==> config.mk <==
export PLATFORM = sky130hd
export DESIGN_NAME = led_matrix_row_serializer_core
export DESIGN_NICKNAME = d
export VERILOG_FILES = /design/src/rtl/lmrs_pkg.sv /design/src/rtl/lmrs_store.sv /design/src/rtl/lmrs_skid.sv /design/src/rtl/led_matrix_row_serializer_core.sv
export VERILOG_INCLUDE_DIRS = /design/src /design/src/rtl
export SDC_FILE = /design/constraint.sdc
export NUM_CORES = 2
export LEC_CHECK = 0
export ABC_CLOCK_PERIOD_IN_PS = 3800
export BUFFER_PORTS_ARGS = -buffer_cell sky130_fd_sc_hd__buf_4
export CAP_MARGIN = 20
export CORE_AREA = 2 2 358 360
export DETAILED_ROUTE_END_ITERATION = 10
export DIE_AREA = 0 0 360 362
export GPL_TIMING_DRIVEN = 0
export PLACE_DENSITY = 0.77
export SETUP_SLACK_MARGIN = 0.5
export SLEW_MARGIN = 10
export SYNTH_ARGS = -nofsm -noshare
export SYNTH_HDL_FRONTEND = slang
export SYNTH_SLANG_ARGS = --single-unit
==> constraint.sdc <==
create_clock -name i_clk -period 3.8 [get_ports i_clk]
set_input_delay 0.38 -clock i_clk [delete_from_list [all_inputs] [get_ports i_clk]]
set_output_delay 0.38 -clock i_clk [all_outputs]
set_load 0.005 [all_outputs]
==> src/rtl/led_matrix_row_serializer_core_defines.svh <==
// Assertion macros for the LED matrix row serializer.
`ifndef LED_MATRIX_ROW_SERIALIZER_CORE_DEFINES_SVH
`define LED_MATRIX_ROW_SERIALIZER_CORE_DEFINES_SVH

// Same-cycle implication, sampled on i_clk, off while i_rst_n is low.
`define LMRS_ASSERT_IMP(lbl, ante, cons, msg) \
    lbl: assert property (@(posedge i_clk) disable iff (!i_rst_n) (ante) |-> (cons)) \
        else $error(msg);

// Next-cycle implication, sampled on i_clk, off while i_rst_n is low.
`define LMRS_ASSERT_NXT(lbl, ante, cons, msg) \
    lbl: assert property (@(posedge i_clk) disable iff (!i_rst_n) (ante) |=> (cons)) \
        else $error(msg);

`endif

==> src/rtl/lmrs_pkg.sv <==
// Shared types and constants for the LED matrix row serializer.
`default_nettype none

package lmrs_pkg;

    localparam int DEF_MATRIX_SIDE     = 8;
    localparam int DEF_COLOUR_BITS     = 8;
    localparam int DEF_CORRECTION_BITS = 144;

    localparam int          WAIT_W           = 16;
    localparam logic [15:0] WAIT_TICKS_RESET = 16'd500;

    typedef enum logic [2:0] {
        CMD_WRITE   = 3'd0,
        CMD_REFRESH = 3'd1,
        CMD_SETUP   = 3'd2,
        CMD_LINE    = 3'd3,
        CMD_TICK    = 3'd4
    } t_cmd;

    typedef enum logic [1:0] {
        MODE_IDLE    = 2'd0,
        MODE_WAIT    = 2'd1,
        MODE_SETUP   = 2'd2,
        MODE_REFRESH = 2'd3
    } t_mode;

    typedef enum logic [1:0] {
        RS_SHIFT    = 2'd0,
        RS_LATCH_HI = 2'd1,
        RS_LATCH_LO = 2'd2,
        RS_FINISH   = 2'd3
    } t_rstep;

    typedef struct packed {
        logic rst;
        logic data;
        logic clk;
        logic latch;
        logic bank;
    } t_pins;

    typedef struct packed {
        logic       reset_n;
        logic       serial_data;
        logic       serial_clock;
        logic       latch_pin;
        logic       bank_select;
        logic [7:0] line_enables;
        logic       busy_res;
        logic       rejected;
    } t_result;

endpackage

`default_nettype wire

==> src/rtl/lmrs_store.sv <==
// Frame store: synchronous RAM with per-entry valid bits and write forwarding.
`default_nettype none

module lmrs_store #(
    parameter int MATRIX_SIDE = lmrs_pkg::DEF_MATRIX_SIDE,
    parameter int COLOUR_BITS = lmrs_pkg::DEF_COLOUR_BITS
) (
    input  wire logic                                         i_clk,
    input  wire logic                                         i_rst_n,
    input  wire logic                                         i_wr_en,
    input  wire logic [$clog2(MATRIX_SIDE*MATRIX_SIDE)-1:0]   i_wr_addr,
    input  wire logic [3*COLOUR_BITS-1:0]                     i_wr_data,
    input  wire logic [$clog2(MATRIX_SIDE*MATRIX_SIDE)-1:0]   i_rd_addr,
    output logic      [3*COLOUR_BITS-1:0]                     o_rd_data
);

    localparam int DEPTH = MATRIX_SIDE * MATRIX_SIDE;
    localparam int DW    = 3 * COLOUR_BITS;

    logic [DW-1:0] r_mem [DEPTH];
    logic [DEPTH-1:0] r_valid;

    logic [DW-1:0] r_rd_data;
    logic          r_rd_vld;
    logic          r_fwd_hit;
    logic [DW-1:0] r_fwd_data;

    always_ff @(posedge i_clk) begin
        if (i_wr_en) begin
            r_mem[i_wr_addr] <= i_wr_data;
        end
        r_rd_data  <= r_mem[i_rd_addr];
        r_fwd_data <= i_wr_data;
    end

    always_ff @(posedge i_clk) begin
        if (!i_rst_n) begin
            r_valid   <= '0;
            r_rd_vld  <= 1'b0;
            r_fwd_hit <= 1'b0;
        end else begin
            if (i_wr_en) begin
                r_valid[i_wr_addr] <= 1'b1;
            end
            r_rd_vld  <= r_valid[i_rd_addr];
            // read-during-write returns old data, so carry the new word along
            r_fwd_hit <= i_wr_en && (i_wr_addr == i_rd_addr);
        end
    end

    always_comb begin
        if (r_fwd_hit) begin
            o_rd_data = r_fwd_data;
        end else if (r_rd_vld) begin
            o_rd_data = r_rd_data;
        end else begin
            o_rd_data = '0;
        end
    end

endmodule

`default_nettype wire

==> src/rtl/lmrs_skid.sv <==
// Result output register with a one-entry skid stage.
`default_nettype none

module lmrs_skid (
    input  wire logic              i_clk,
    input  wire logic              i_rst_n,
    input  wire logic              i_push,
    input  wire lmrs_pkg::t_result i_data,
    output logic                   o_full,
    output logic                   o_valid,
    output lmrs_pkg::t_result      o_data,
    input  wire logic              i_stall
);

    logic              r_ov;
    logic              r_sk_v;
    lmrs_pkg::t_result r_out;
    lmrs_pkg::t_result r_skid;
    logic              out_xfer;

    assign out_xfer = r_ov && !i_stall;

    always_ff @(posedge i_clk) begin
        if (!i_rst_n) begin
            r_ov   <= 1'b0;
            r_sk_v <= 1'b0;
        end else if (r_sk_v) begin
            if (out_xfer) begin
                r_out  <= r_skid;
                r_sk_v <= 1'b0;
            end
        end else if (i_push) begin
            if (!r_ov || out_xfer) begin
                r_out <= i_data;
                r_ov  <= 1'b1;
            end else begin
                r_skid <= i_data;
                r_sk_v <= 1'b1;
            end
        end else if (out_xfer) begin
            r_ov <= 1'b0;
        end
    end

    assign o_full  = r_sk_v;
    assign o_valid = r_ov;
    assign o_data  = r_out;

endmodule

`default_nettype wire

==> src/rtl/led_matrix_row_serializer_core.sv <==
// Top level of the LED matrix row serializer.
//
// Usage:
//   Input channel (i_in_valid / o_in_stall) carries one command per transfer:
//   pixel write, row refresh start, setup start, open line, or tick. Every
//   command produces exactly one result on the output channel
//   (o_out_valid / i_out_stall) giving the driver pin levels, the line
//   enables, busy and a rejected flag after that command.
//   Each tick moves the active pin sequence by one half-phase.
//   Results are presented from a registered output stage, not combinationally.
//   Throughput: one command per cycle while o_in_stall is low; the frame store
//   is read every cycle at the pixel the refresh will need next, so a colour
//   fetch never waits. Receiver stall: results collect in the output
//   register plus one skid entry; o_in_stall rises only when both are full.
//   Reset (i_rst_n low, synchronous): sequencer idle, all pins low, line
//   enables zero, reset wait back to 500 ticks, frame store reads as zero
//   (valid bits cleared together, no clearing pass).
//   i_cfg_we writes the reset wait tick count; write only while idle.
`default_nettype none

`include "led_matrix_row_serializer_core_defines.svh"

module led_matrix_row_serializer_core #(
    parameter int MATRIX_SIDE     = lmrs_pkg::DEF_MATRIX_SIDE,
    parameter int COLOUR_BITS     = lmrs_pkg::DEF_COLOUR_BITS,
    parameter int CORRECTION_BITS = lmrs_pkg::DEF_CORRECTION_BITS
) (
    input  wire logic        i_clk,
    input  wire logic        i_rst_n,
    input  wire logic        i_cfg_we,
    input  wire logic [15:0] i_cfg_wdata,
    input  wire logic        i_in_valid,
    output logic             o_in_stall,
    input  wire logic [2:0]  i_command,
    input  wire logic [2:0]  i_col,
    input  wire logic [2:0]  i_row,
    input  wire logic [7:0]  i_red,
    input  wire logic [7:0]  i_green,
    input  wire logic [7:0]  i_blue,
    input  wire logic [3:0]  i_line,
    output logic             o_out_valid,
    input  wire logic        i_out_stall,
    output logic             o_reset_n,
    output logic             o_serial_data,
    output logic             o_serial_clock,
    output logic             o_latch_pin,
    output logic             o_bank_select,
    output logic [7:0]       o_line_enables,
    output logic             o_busy_res,
    output logic             o_rejected
);

    localparam int AW  = $clog2(MATRIX_SIDE * MATRIX_SIDE);
    localparam int DW  = 3 * COLOUR_BITS;
    localparam int PW  = $clog2(MATRIX_SIDE);
    localparam int BW  = $clog2(COLOUR_BITS);
    localparam int PHW = $clog2(2 * CORRECTION_BITS + 3);

    localparam logic [PW-1:0]  PIXEL_LAST = PW'(MATRIX_SIDE - 1);
    localparam logic [BW-1:0]  BIT_LAST   = BW'(COLOUR_BITS - 1);
    localparam logic [PHW-1:0] PHASE_LAST = PHW'(2 * CORRECTION_BITS + 1);

    // sequencer state
    lmrs_pkg::t_mode  r_mode,   n_mode;
    lmrs_pkg::t_rstep r_rstep,  n_rstep;
    logic [15:0]      r_wait,   n_wait;
    logic [PHW-1:0]   r_phase,  n_phase;
    logic [2:0]       r_line,   n_line;
    logic             r_half,   n_half;
    logic [BW-1:0]    r_bit,    n_bit;
    logic [1:0]       r_colour, n_colour;
    logic [PW-1:0]    r_pixel,  n_pixel;
    logic [COLOUR_BITS-1:0] r_shift, n_shift;
    lmrs_pkg::t_pins  r_pins,   n_pins;
    logic [7:0]       r_lines,  n_lines;
    logic [15:0]      r_wait_ticks;

    logic              in_xfer;
    logic              skid_full;
    logic              busy;
    logic              rejected;
    lmrs_pkg::t_result res;
    lmrs_pkg::t_result out_res;

    logic          wr_en;
    logic [AW-1:0] wr_addr;
    logic [DW-1:0] wr_data;
    logic [AW-1:0] rd_addr;
    logic [DW-1:0] rd_data;
    logic [DW-1:0] cur_entry;
    logic [COLOUR_BITS-1:0] sel_byte;

    assign in_xfer = i_in_valid && !skid_full;
    assign busy    = (r_mode != lmrs_pkg::MODE_IDLE);

    assign wr_addr = AW'(32'(i_col) * MATRIX_SIDE + 32'(i_row));
    assign wr_data = {COLOUR_BITS'(i_red), COLOUR_BITS'(i_green), COLOUR_BITS'(i_blue)};
    // prefetch the pixel the next colour start will use
    assign rd_addr = AW'(32'(n_line) * MATRIX_SIDE + 32'(n_pixel));

    // a line beyond the matrix sends zeros
    assign cur_entry = (32'(r_line) < MATRIX_SIDE) ? rd_data : '0;
    assign sel_byte  = (r_bit == '0) ? cur_entry[32'(r_colour) * COLOUR_BITS +: COLOUR_BITS]
                                     : r_shift;

    lmrs_store #(
        .MATRIX_SIDE (MATRIX_SIDE),
        .COLOUR_BITS (COLOUR_BITS)
    ) u_store (
        .i_clk     (i_clk),
        .i_rst_n   (i_rst_n),
        .i_wr_en   (wr_en),
        .i_wr_addr (wr_addr),
        .i_wr_data (wr_data),
        .i_rd_addr (rd_addr),
        .o_rd_data (rd_data)
    );

    always_ff @(posedge i_clk) begin
        if (!i_rst_n) begin
            r_mode       <= lmrs_pkg::MODE_IDLE;
            r_rstep      <= lmrs_pkg::RS_SHIFT;
            r_wait       <= '0;
            r_phase      <= '0;
            r_line       <= '0;
            r_half       <= 1'b0;
            r_bit        <= '0;
            r_colour     <= '0;
            r_pixel      <= '0;
            r_shift      <= '0;
            r_pins       <= '0;
            r_lines      <= '0;
            r_wait_ticks <= lmrs_pkg::WAIT_TICKS_RESET;
        end else begin
            r_mode   <= n_mode;
            r_rstep  <= n_rstep;
            r_wait   <= n_wait;
            r_phase  <= n_phase;
            r_line   <= n_line;
            r_half   <= n_half;
            r_bit    <= n_bit;
            r_colour <= n_colour;
            r_pixel  <= n_pixel;
            r_shift  <= n_shift;
            r_pins   <= n_pins;
            r_lines  <= n_lines;
            if (i_cfg_we) begin
                r_wait_ticks <= i_cfg_wdata;
            end
        end
    end

    always_comb begin
        n_mode   = r_mode;
        n_rstep  = r_rstep;
        n_wait   = r_wait;
        n_phase  = r_phase;
        n_line   = r_line;
        n_half   = r_half;
        n_bit    = r_bit;
        n_colour = r_colour;
        n_pixel  = r_pixel;
        n_shift  = r_shift;
        n_pins   = r_pins;
        n_lines  = r_lines;
        rejected = 1'b0;
        wr_en    = 1'b0;

        if (in_xfer) begin
            unique case (i_command)
                lmrs_pkg::CMD_WRITE: begin
                    wr_en = (32'(i_col) < MATRIX_SIDE) && (32'(i_row) < MATRIX_SIDE);
                end
                lmrs_pkg::CMD_REFRESH: begin
                    if (busy) begin
                        rejected = 1'b1;
                    end else begin
                        n_mode   = lmrs_pkg::MODE_REFRESH;
                        n_rstep  = lmrs_pkg::RS_SHIFT;
                        n_line   = i_col;
                        n_half   = 1'b0;
                        n_bit    = '0;
                        n_colour = '0;
                        n_pixel  = '0;
                        n_shift  = '0;
                    end
                end
                lmrs_pkg::CMD_SETUP: begin
                    if (busy) begin
                        rejected = 1'b1;
                    end else begin
                        n_pins  = '0;
                        n_lines = '0;
                        n_mode  = lmrs_pkg::MODE_WAIT;
                        n_wait  = r_wait_ticks;
                        n_phase = '0;
                    end
                end
                lmrs_pkg::CMD_LINE: begin
                    if (!i_line[3]) begin
                        n_lines = r_lines | (8'd1 << i_line[2:0]);
                    end else begin
                        n_lines = '0;
                    end
                end
                lmrs_pkg::CMD_TICK: begin
                    unique case (r_mode)
                        lmrs_pkg::MODE_IDLE: begin
                        end
                        lmrs_pkg::MODE_WAIT: begin
                            if (r_wait != '0) begin
                                n_wait = r_wait - 16'd1;
                            end else begin
                                n_pins      = '0;
                                n_pins.rst  = 1'b1;
                                n_pins.data = 1'b1;
                                n_mode      = lmrs_pkg::MODE_SETUP;
                                n_phase     = PHW'(1);
                            end
                        end
                        lmrs_pkg::MODE_SETUP: begin
                            if (r_phase <= PHASE_LAST) begin
                                n_pins.clk = ~r_phase[0];
                                n_phase    = r_phase + PHW'(1);
                            end else begin
                                n_pins.bank = 1'b1;
                                n_mode      = lmrs_pkg::MODE_IDLE;
                                n_phase     = '0;
                            end
                        end
                        lmrs_pkg::MODE_REFRESH: begin
                            unique case (r_rstep)
                                lmrs_pkg::RS_SHIFT: begin
                                    if (!r_half) begin
                                        n_pins.data = sel_byte[COLOUR_BITS-1];
                                        n_pins.clk  = 1'b0;
                                        n_shift     = sel_byte << 1;
                                        n_half      = 1'b1;
                                    end else begin
                                        n_pins.clk = 1'b1;
                                        n_half     = 1'b0;
                                        if (r_bit == BIT_LAST) begin
                                            n_bit = '0;
                                            if (r_colour == 2'd2) begin
                                                n_colour = '0;
                                                if (r_pixel == PIXEL_LAST) begin
                                                    n_pixel = '0;
                                                    n_rstep = lmrs_pkg::RS_LATCH_HI;
                                                end else begin
                                                    n_pixel = r_pixel + PW'(1);
                                                end
                                            end else begin
                                                n_colour = r_colour + 2'd1;
                                            end
                                        end else begin
                                            n_bit = r_bit + BW'(1);
                                        end
                                    end
                                end
                                lmrs_pkg::RS_LATCH_HI: begin
                                    n_pins.latch = 1'b1;
                                    n_rstep      = lmrs_pkg::RS_LATCH_LO;
                                end
                                lmrs_pkg::RS_LATCH_LO: begin
                                    n_pins.latch = 1'b0;
                                    n_rstep      = lmrs_pkg::RS_FINISH;
                                end
                                lmrs_pkg::RS_FINISH: begin
                                    n_pins.clk = 1'b0;
                                    n_mode     = lmrs_pkg::MODE_IDLE;
                                    n_rstep    = lmrs_pkg::RS_SHIFT;
                                end
                                default: begin
                                end
                            endcase
                        end
                        default: begin
                        end
                    endcase
                end
                default: begin
                end
            endcase
        end
    end

    always_comb begin
        res.reset_n      = n_pins.rst;
        res.serial_data  = n_pins.data;
        res.serial_clock = n_pins.clk;
        res.latch_pin    = n_pins.latch;
        res.bank_select  = n_pins.bank;
        res.line_enables = n_lines;
        res.busy_res     = (n_mode != lmrs_pkg::MODE_IDLE);
        res.rejected     = rejected;
    end

    lmrs_skid u_skid (
        .i_clk   (i_clk),
        .i_rst_n (i_rst_n),
        .i_push  (in_xfer),
        .i_data  (res),
        .o_full  (skid_full),
        .o_valid (o_out_valid),
        .o_data  (out_res),
        .i_stall (i_out_stall)
    );

    assign o_in_stall     = skid_full;
    assign o_reset_n      = out_res.reset_n;
    assign o_serial_data  = out_res.serial_data;
    assign o_serial_clock = out_res.serial_clock;
    assign o_latch_pin    = out_res.latch_pin;
    assign o_bank_select  = out_res.bank_select;
    assign o_line_enables = out_res.line_enables;
    assign o_busy_res     = out_res.busy_res;
    assign o_rejected     = out_res.rejected;

    // bit/colour/pixel counters must be parked whenever no refresh runs
    `LMRS_ASSERT_IMP(a_refresh_parked, r_mode != lmrs_pkg::MODE_REFRESH, (r_half == 1'b0) && (r_bit == '0) && (r_colour == 2'd0) && (r_pixel == '0) && (r_rstep == lmrs_pkg::RS_SHIFT), "refresh counters not parked outside refresh")
    // a start request while busy must leave the sequence untouched
    `LMRS_ASSERT_NXT(a_busy_start_ignored, in_xfer && busy && ((i_command == lmrs_pkg::CMD_REFRESH) || (i_command == lmrs_pkg::CMD_SETUP)), $stable(r_mode) && $stable(r_phase) && $stable(r_line), "start while busy altered the sequence")
    // a tick while idle has no effect on the sequencer
    `LMRS_ASSERT_NXT(a_idle_tick, in_xfer && !busy && (i_command == lmrs_pkg::CMD_TICK), (r_mode == lmrs_pkg::MODE_IDLE) && $stable(r_pins), "tick while idle changed state")
    // the skid entry only fills behind a waiting result
    `LMRS_ASSERT_IMP(a_skid_order, skid_full, o_out_valid, "skid full with empty output register")

endmodule

`default_nettype wire
======== After elaboration in Yosys (flattened, before gate mapping) ========
Memory sizes are Yosys's and may differ from the RTL's. A register that Yosys moved wholly into a read port is not among the register bits.
Cells that the tools add are included.
Widths: inputs -> output; s select.
word-level totals
  memory bits (writable) .................. 1536
  output and inout port bits .............. 17
  logic and storage cells ................. 222
  memories ................................ 1
  register bits after elaboration ......... 200
  input bits .............................. 58
cells by class
  shifts and indexed selects .............. 2
  bitwise gates (word level) .............. 5
  magnitude comparators ................... 4
  add/subtract/negate cells ............... 7
  equal/unequal tests ..................... 31
  multiplexer cells ....................... 103
  reductions and logical operators ........ 30
memories
  name           depth  width  rd ports  clocked after Yosys merged registers in  wr ports  line              text
  u_store.r_mem  64     24     1         1                                        1         lmrs_store.sv:20  logic [DW-1:0] r_mem [DEPTH];
operators by type and width
  operator               count
  $mux 8                 8
  $or 64x64->64          1
  $mux 15                4
  $mux 16                3
  $mux 24                2
  $mux 3                 16
  $pmux 9 s2             2
  $mux 2                 17
  $pmux 16 s2            1
  $pmux 8 s2             2
  $mux 9                 3
  $mux 1                 25
  $shiftx 24x6->8        1
  $ne 2x2->1 const B     8
  $reduce_bool 16->1     1
  $sub 16x1->16 const B  1
  $mux 5                 3
  $ne 3x3->1 const B     5
  $reduce_and 5->1       3
  $lt 6x7->1 const B     2
  $reduce_bool 2->1      7
  $add 6x3->6            2
  $pmux 1 s2             6
  $pmux 2 s3             2
  other kinds (34)       57

======== Depth between registers and ports, before layout ========
  depth in word-level cells ............... 12
  depth in mapped cells ................... 14
  depth with buffers taken out ............ 10

======== Cells and area by module ========
A second synthesis with hierarchy kept.
unflattened totals
  cell total of the unflattened synthesis .. 3421
  area total of the unflattened synthesis .. 68344.3 µm²
modules (own cells, without submodules)
  module                          cells an instance  sequential area each (µm²)  area each (µm²)  instances
  lmrs_store                      2810               48406.4                     62670.1          1
  led_matrix_row_serializer_core  551                1541.5                      4471.8           1
  lmrs_skid                       60                 940.9                       1202.4           1

======== Least setup slack after synthesis ========
OpenSTA, ideal clock, no wires.
  path kind ............................... register -> register
  from .................................... register r_mode[0]
  to ...................................... register u_store.r_rd_data[10], read port of u_store.r_mem
  setup slack ............................. 674 ps
  setup time .............................. 132 ps
  period minus slack after synthesis ...... 3126 ps
  buffers on the path ..................... 2
  arrival ................................. 2994 ps
  stages on the path, launching flop included .. 13
  data required time ...................... 3668 ps
  cells stage by stage .................... dfxtp_1 inv_1 ha_1 nand2_1 nor4_4 mux2_2 buf_4 nand3_1 clkbuf_1 a21oi_1 or4_1 nor4_1 o32ai_1
on the way
  cells in the longest elaborated chain, start to end .. 5
  elaborated cells on any way between the ends .. 10
  those cells by class .................... 1 x add/sub; 1 x eq/ne; 7 x mux; 1 x reduce/logical
RTL lines
  what                                                    line                                                                          text
  start, declared                                         led_matrix_row_serializer_core.sv:64                                          lmrs_pkg::t_mode r_mode, n_mode;
  start signal, assigned                                  led_matrix_row_serializer_core.sv:121                                         r_mode <= lmrs_pkg::MODE_IDLE;
  start signal, assigned                                  led_matrix_row_serializer_core.sv:135                                         r_mode <= n_mode;
  $eq 2x2->1 / $reduce_bool 2->1 (equally long branches)  led_matrix_row_serializer_core.sv:207, led_matrix_row_serializer_core.sv:94
  $mux 3, on equally long branches                        led_matrix_row_serializer_core.sv:207, led_matrix_row_serializer_core.sv:175
  $pmux 3 s2 / $mux 3 (equally long branches)             led_matrix_row_serializer_core.sv:170                                         unique case (i_command)
  $mux 3                                                  led_matrix_row_serializer_core.sv:169                                         if (in_xfer) begin
  $add 6x3->6 *                                           led_matrix_row_serializer_core.sv:99                                          assign rd_addr = AW'(32'(n_line) * MATRIX_SIDE + 32'(n_pixel));
  end, declared                                           lmrs_store.sv:23                                                              logic [DW-1:0] r_rd_data;
Mark *: on every way between the ends. The rest lies on a longest branch, timed or not.
A chain may end at the register's enable or synchronous reset.

======== Worst setup path after layout ========
  from .................................... register u_skid.r_sk_v, in the netlist u_skid.o_full
  to ...................................... memory u_store.r_mem[4][7] in the netlist's numbering, enable pin
on the way
  cells in the longest elaborated chain, start to end .. 5
RTL lines
  what                          line                                   text
  start, declared               lmrs_skid.sv:16                        logic r_sk_v;
  start signal, assigned        lmrs_skid.sv:26                        r_sk_v <= 1'b0;
  start signal, assigned        lmrs_skid.sv:30                        r_sk_v <= 1'b0;
  start signal, assigned        lmrs_skid.sv:38                        r_sk_v <= 1'b1;
  $logic_not 1->1               led_matrix_row_serializer_core.sv:93   assign in_xfer = i_in_valid && !skid_full;
  $logic_and 1x1->1             led_matrix_row_serializer_core.sv:93
  $mux 1                        led_matrix_row_serializer_core.sv:169
  $mux 1                        lmrs_store.sv:29                       if (i_wr_en) begin
  $mux 1 (not written as such)  lmrs_store.sv:30                       r_mem[i_wr_addr] <= i_wr_data;
  end, declared                 lmrs_store.sv:20
No other way between the ends.

==> results.md <==
- Buffers and inverters on the worst path: 2
- Post-synth top area cell: edfxtp_1
- Status: complete, but fails checks
- Drt initial violations: about 7800
- Register area: about 0.051 sq mm
- ANT nets after route: 0
- Area delta synth->final: 19.6%
- Grt total ovfl: 0
- Netlist Area Pre-Place: ~0.069 sq mm
- IO Count: 75
- Lkg Pwr: 29.2 nW
- CP cell instances: buf_6 > nand2b_4 > buf_6 > nor4_4 > nor2b_1 > nand2_2 > nor2_4
- Core Util, Final: 0.651
- Fillers: ~8200
- Hold_ws: ~0.038 ns
- Crit path capture type: register
- Chip height: 362 microns
- Post-Syn Instances: approximately 5000
- Post-synth EDFFs: between 1500 and 2000
- Fin crit period: between 3 and 4 ns
- Sequential share of power: 0.548
- Tot GR Track Use: 0.313
- Final Cell Area: between 0.08 and 0.09 sq mm
- CP startpoint kind: register
- Sequential share of the synthesized area: 0.738
- Crit path max-delay cell type: nor2_4
- FFs w/ async S/R, synth: 0
- TritonCTS Buffers: approximately 170
- Global-route wire length before repair: approximately 300000 microns
- Port bufs: between 60 and 70
- CP Data Arrival Time: roughly 4.4 ns
- Worst skew pair latency: 0.84 ns
- Final clock skew: between 0.03 and 0.04 ns
- Clock root buffer: clkbuf_16
- Setup Crit Path Kind: register to register
- Switching power total: just over 8 mW
- Area share of the largest cell type after synthesis: 0.682
- Vias in the first global route: approximately 45000
- Die area: ~0.13 sq mm
- Syn nets: between 5000 and 6000
- WL final: about 210000 microns
- #FFs+latches synth: 1759
- Failing checks: design-rule violations, max-capacitance violations, max-slew violations, negative setup slack
- Placed cell area: approximately 0.072 sq mm
- Final number of setup-violating endpoints: 184
- Remaining DRCs: 3
- Final period util: 1.03
- Die width: 360 microns
- Largest net degree at the start of global routing: 66
- Slew Viols, Final: 23
- Total power: 38.6 mW
- Post-synth top cells: edfxtp_1, nand2_1, nor2_1
- Layout cell share with drive strength beyond 1: 0.186
- Ys flop type: edfxtp_1
- Comb power frac: 0.027
- Pwr dens: 467 mW/mm^2
- Row cnt: 131
- Max-cap viol count: 3
- Post-synth cell types: 79
- Fin nets: ~5500
- Clock Sinks: between 1500 and 2000
- Sw Share: 0.212
- Initial Util: 0.545
- TritonCTS clock tree: built
- Slew margin rel.: -0.0112
- Worst Hold Class: input pin to register
- HPWL Detailed: 126000 microns
- Multi-input gate area: just under 0.02 sq mm
- FMAX: around 260 MHz
- CP top delay family: simple AND/OR/NAND/NOR gates
- YS warnings: 0
- Maximum vdd drop: about 530 uV
- CP most frequent cell: buf_6
- DR vias/cell: between 6 and 7
- Clk buf depth: 3
- H-tree Lvls: 4
- Avg WL per Cell: slightly below 30 microns
- Vias: around 47000
- Endpoints failing hold: 0
- CP max stage delay: 0.88 ns
- Core area: 0.127 sq mm
- Synth top area cells: edfxtp_1, nand2_1, dfxtp_1
- Most frequent cell after synthesis: edfxtp_1
- Clock share of power: 0.424
- Drt pass-1 iters: 9
- Initial antenna violation count: 11
- Clock Pin Slew Worst Setup and Hold Paths: roughly 0.07 ns
- RSZ-0062 raised after global routing: true
- Gpl congestion: ~1.0
- Cell-internal power: 30.4 mW
- Crit-path max FO: 25
- Mapped Avg Cell Area: around 14 sq um
- Setup tns final: -10.62 ns
- Setup ws final: -0.120 ns
- Critical Path RT: roughly 4.3 ns
- Least-Margin Pin Slew: approximately 1.5 ns
## cell type report
class	instances	area share
multi-input combinational	2941	0.234
buffer	306	0.0282
sequential	1759	0.617
inverter	22	0.00106
timing repair buffer	213	0.0308
clock buffer	224	0.0549
antenna	7	0.000212
tap	1662	0.0252
clock inverter	84	0.00902
## logic make-up (layout without fill, tap and decap cells)
| logic type | count (synthesis) | after routing | share of synthesized area |
|---|---|---|---|
| adders and majority gates | 16 | 16 | 0.00290 |
| muxes | 315 | 315 | 0.0463 |
| AOI/OAI and AO/OA | 704 | 704 | 0.0719 |
| buffers and inverters | 328 | 849 | 0.0229 |
| other | 0 | 7 | 0 |
| and+or+nand+nor | 1874 | 1893 | 0.117 |
| DFF | 1759 | 1759 | 0.738 |
| xor gates and xnor gates | 13 | 13 | 0.00165 |
## metal layers
layer | vias up | track usage | wire, microns
met2 | 3711 | 0.483 | 96700
met5 | - | 0 | 170
met1 | 22900 | 0.394 | 73600
li1 | 19600 | - | -
met4 | 14 | 0.199 | 15600
met3 | 828 | 0.0872 | 28000
## registers in the layout, summed over array words and instances, names as in the netlist, 2 cells and up
register	flops
r_lines	8
r_bit	3
u_store.r_mem	1536
r_shift	7
r_pixel	3
r_mode	2
u_store.r_fwd_data	24
r_pins	5
r_line	3
u_store.r_rd_data	24
u_store.r_valid	64
r_colour	2
u_skid.r_skid	15
u_skid.o_data	15
r_phase	9
r_rstep	2
r_wait	16
r_wait_ticks	16
## cell usage in the layout (no fill, tap or decap), drive strengths merged, types with 6 or more instances in the layout
cell	n
edfxtp	1566
nand2	1056
nor2	383
clkbuf	371
buf	345
mux2i	299
nand3	241
dfxtp	193
a21oi	189
a31oi	110
o21ai	87
a32oi	80
clkinv	59
a221oi	58
or4	49
nor4	36
inv	33
a22oi	26
dlygate4sd3	26
o22ai	25
and3	24
a32o	24
o32ai	24
o221ai	24
nor3	23
and2	16
ha	16
mux2	14
a211oi	14
nand2b	12
or3	12
nand4	10
nor2b	9
bufinv	9
diode	7
o31ai	7
xor2	7
xnor2	6
nand3b	6
## worst min-delay path, stage by stage
cell and delay, ns:
clkbuf_1 0.21, mux2i_1 0.18, nor2_1 0.07
## metrics by stage
step / instances / worst slack, ns
finish: 7218 / -0.120
global route: 7211 / -0.0557
CTS: 7153 / 0.0550
detailed placement: 6755 / -1.36
global placement: 6735 / -1.57
floorplan: 5009 / 0.674
## power by group through the flow
stage	Combinational, mW	Sequential, mW	Clock [mW]
floorplan	0.296	21.5	0
global placement	0.833	21.5	0
detailed placement	0.882	21.5	0
CTS	0.983	21.1	16.3
global route	1.09	21.1	17.1
finish	1.06	21.1	16.4
## path summary, 6_finish.rpt
| path | depth (start not counted) | slack (ns) | endpoint | from |
|---|---|---|---|---|
| setup reg to reg | 7 | -0.12 | u_store.r_mem[4][7]$_DFFE_PP_ | u_skid.o_full$_SDFF_PN0_ |
| setup / recovery | 7 | -0.12 | u_store.r_mem[4][7]$_DFFE_PP_ | u_skid.o_full$_SDFF_PN0_ |
| hold / removal | 3 | 0.04 | r_wait_ticks[15]$_SDFFE_PN0P_ | i_cfg_we |
| hold reg to reg | 2 | 0.46 | r_shift[6]$_SDFFE_PN0P_ | r_shift[6]$_SDFFE_PN0P_ |
## repair_timing
| item | 4_1_cts | 5_1_grt |
|---|---|---|
| hold buffers | 26 | 0 |
| buffers inserted | 51 | 40 |
| resized for setup | 556 | 133 |
| endpoints found under the hold margin | 31 | 0 |
| pin swaps | 86 | 76 |
| gates cloned | 13 | 14 |
| endpoints found under the setup margin | 1481 | 1055 |
Power figures use the tool's default switching activity.
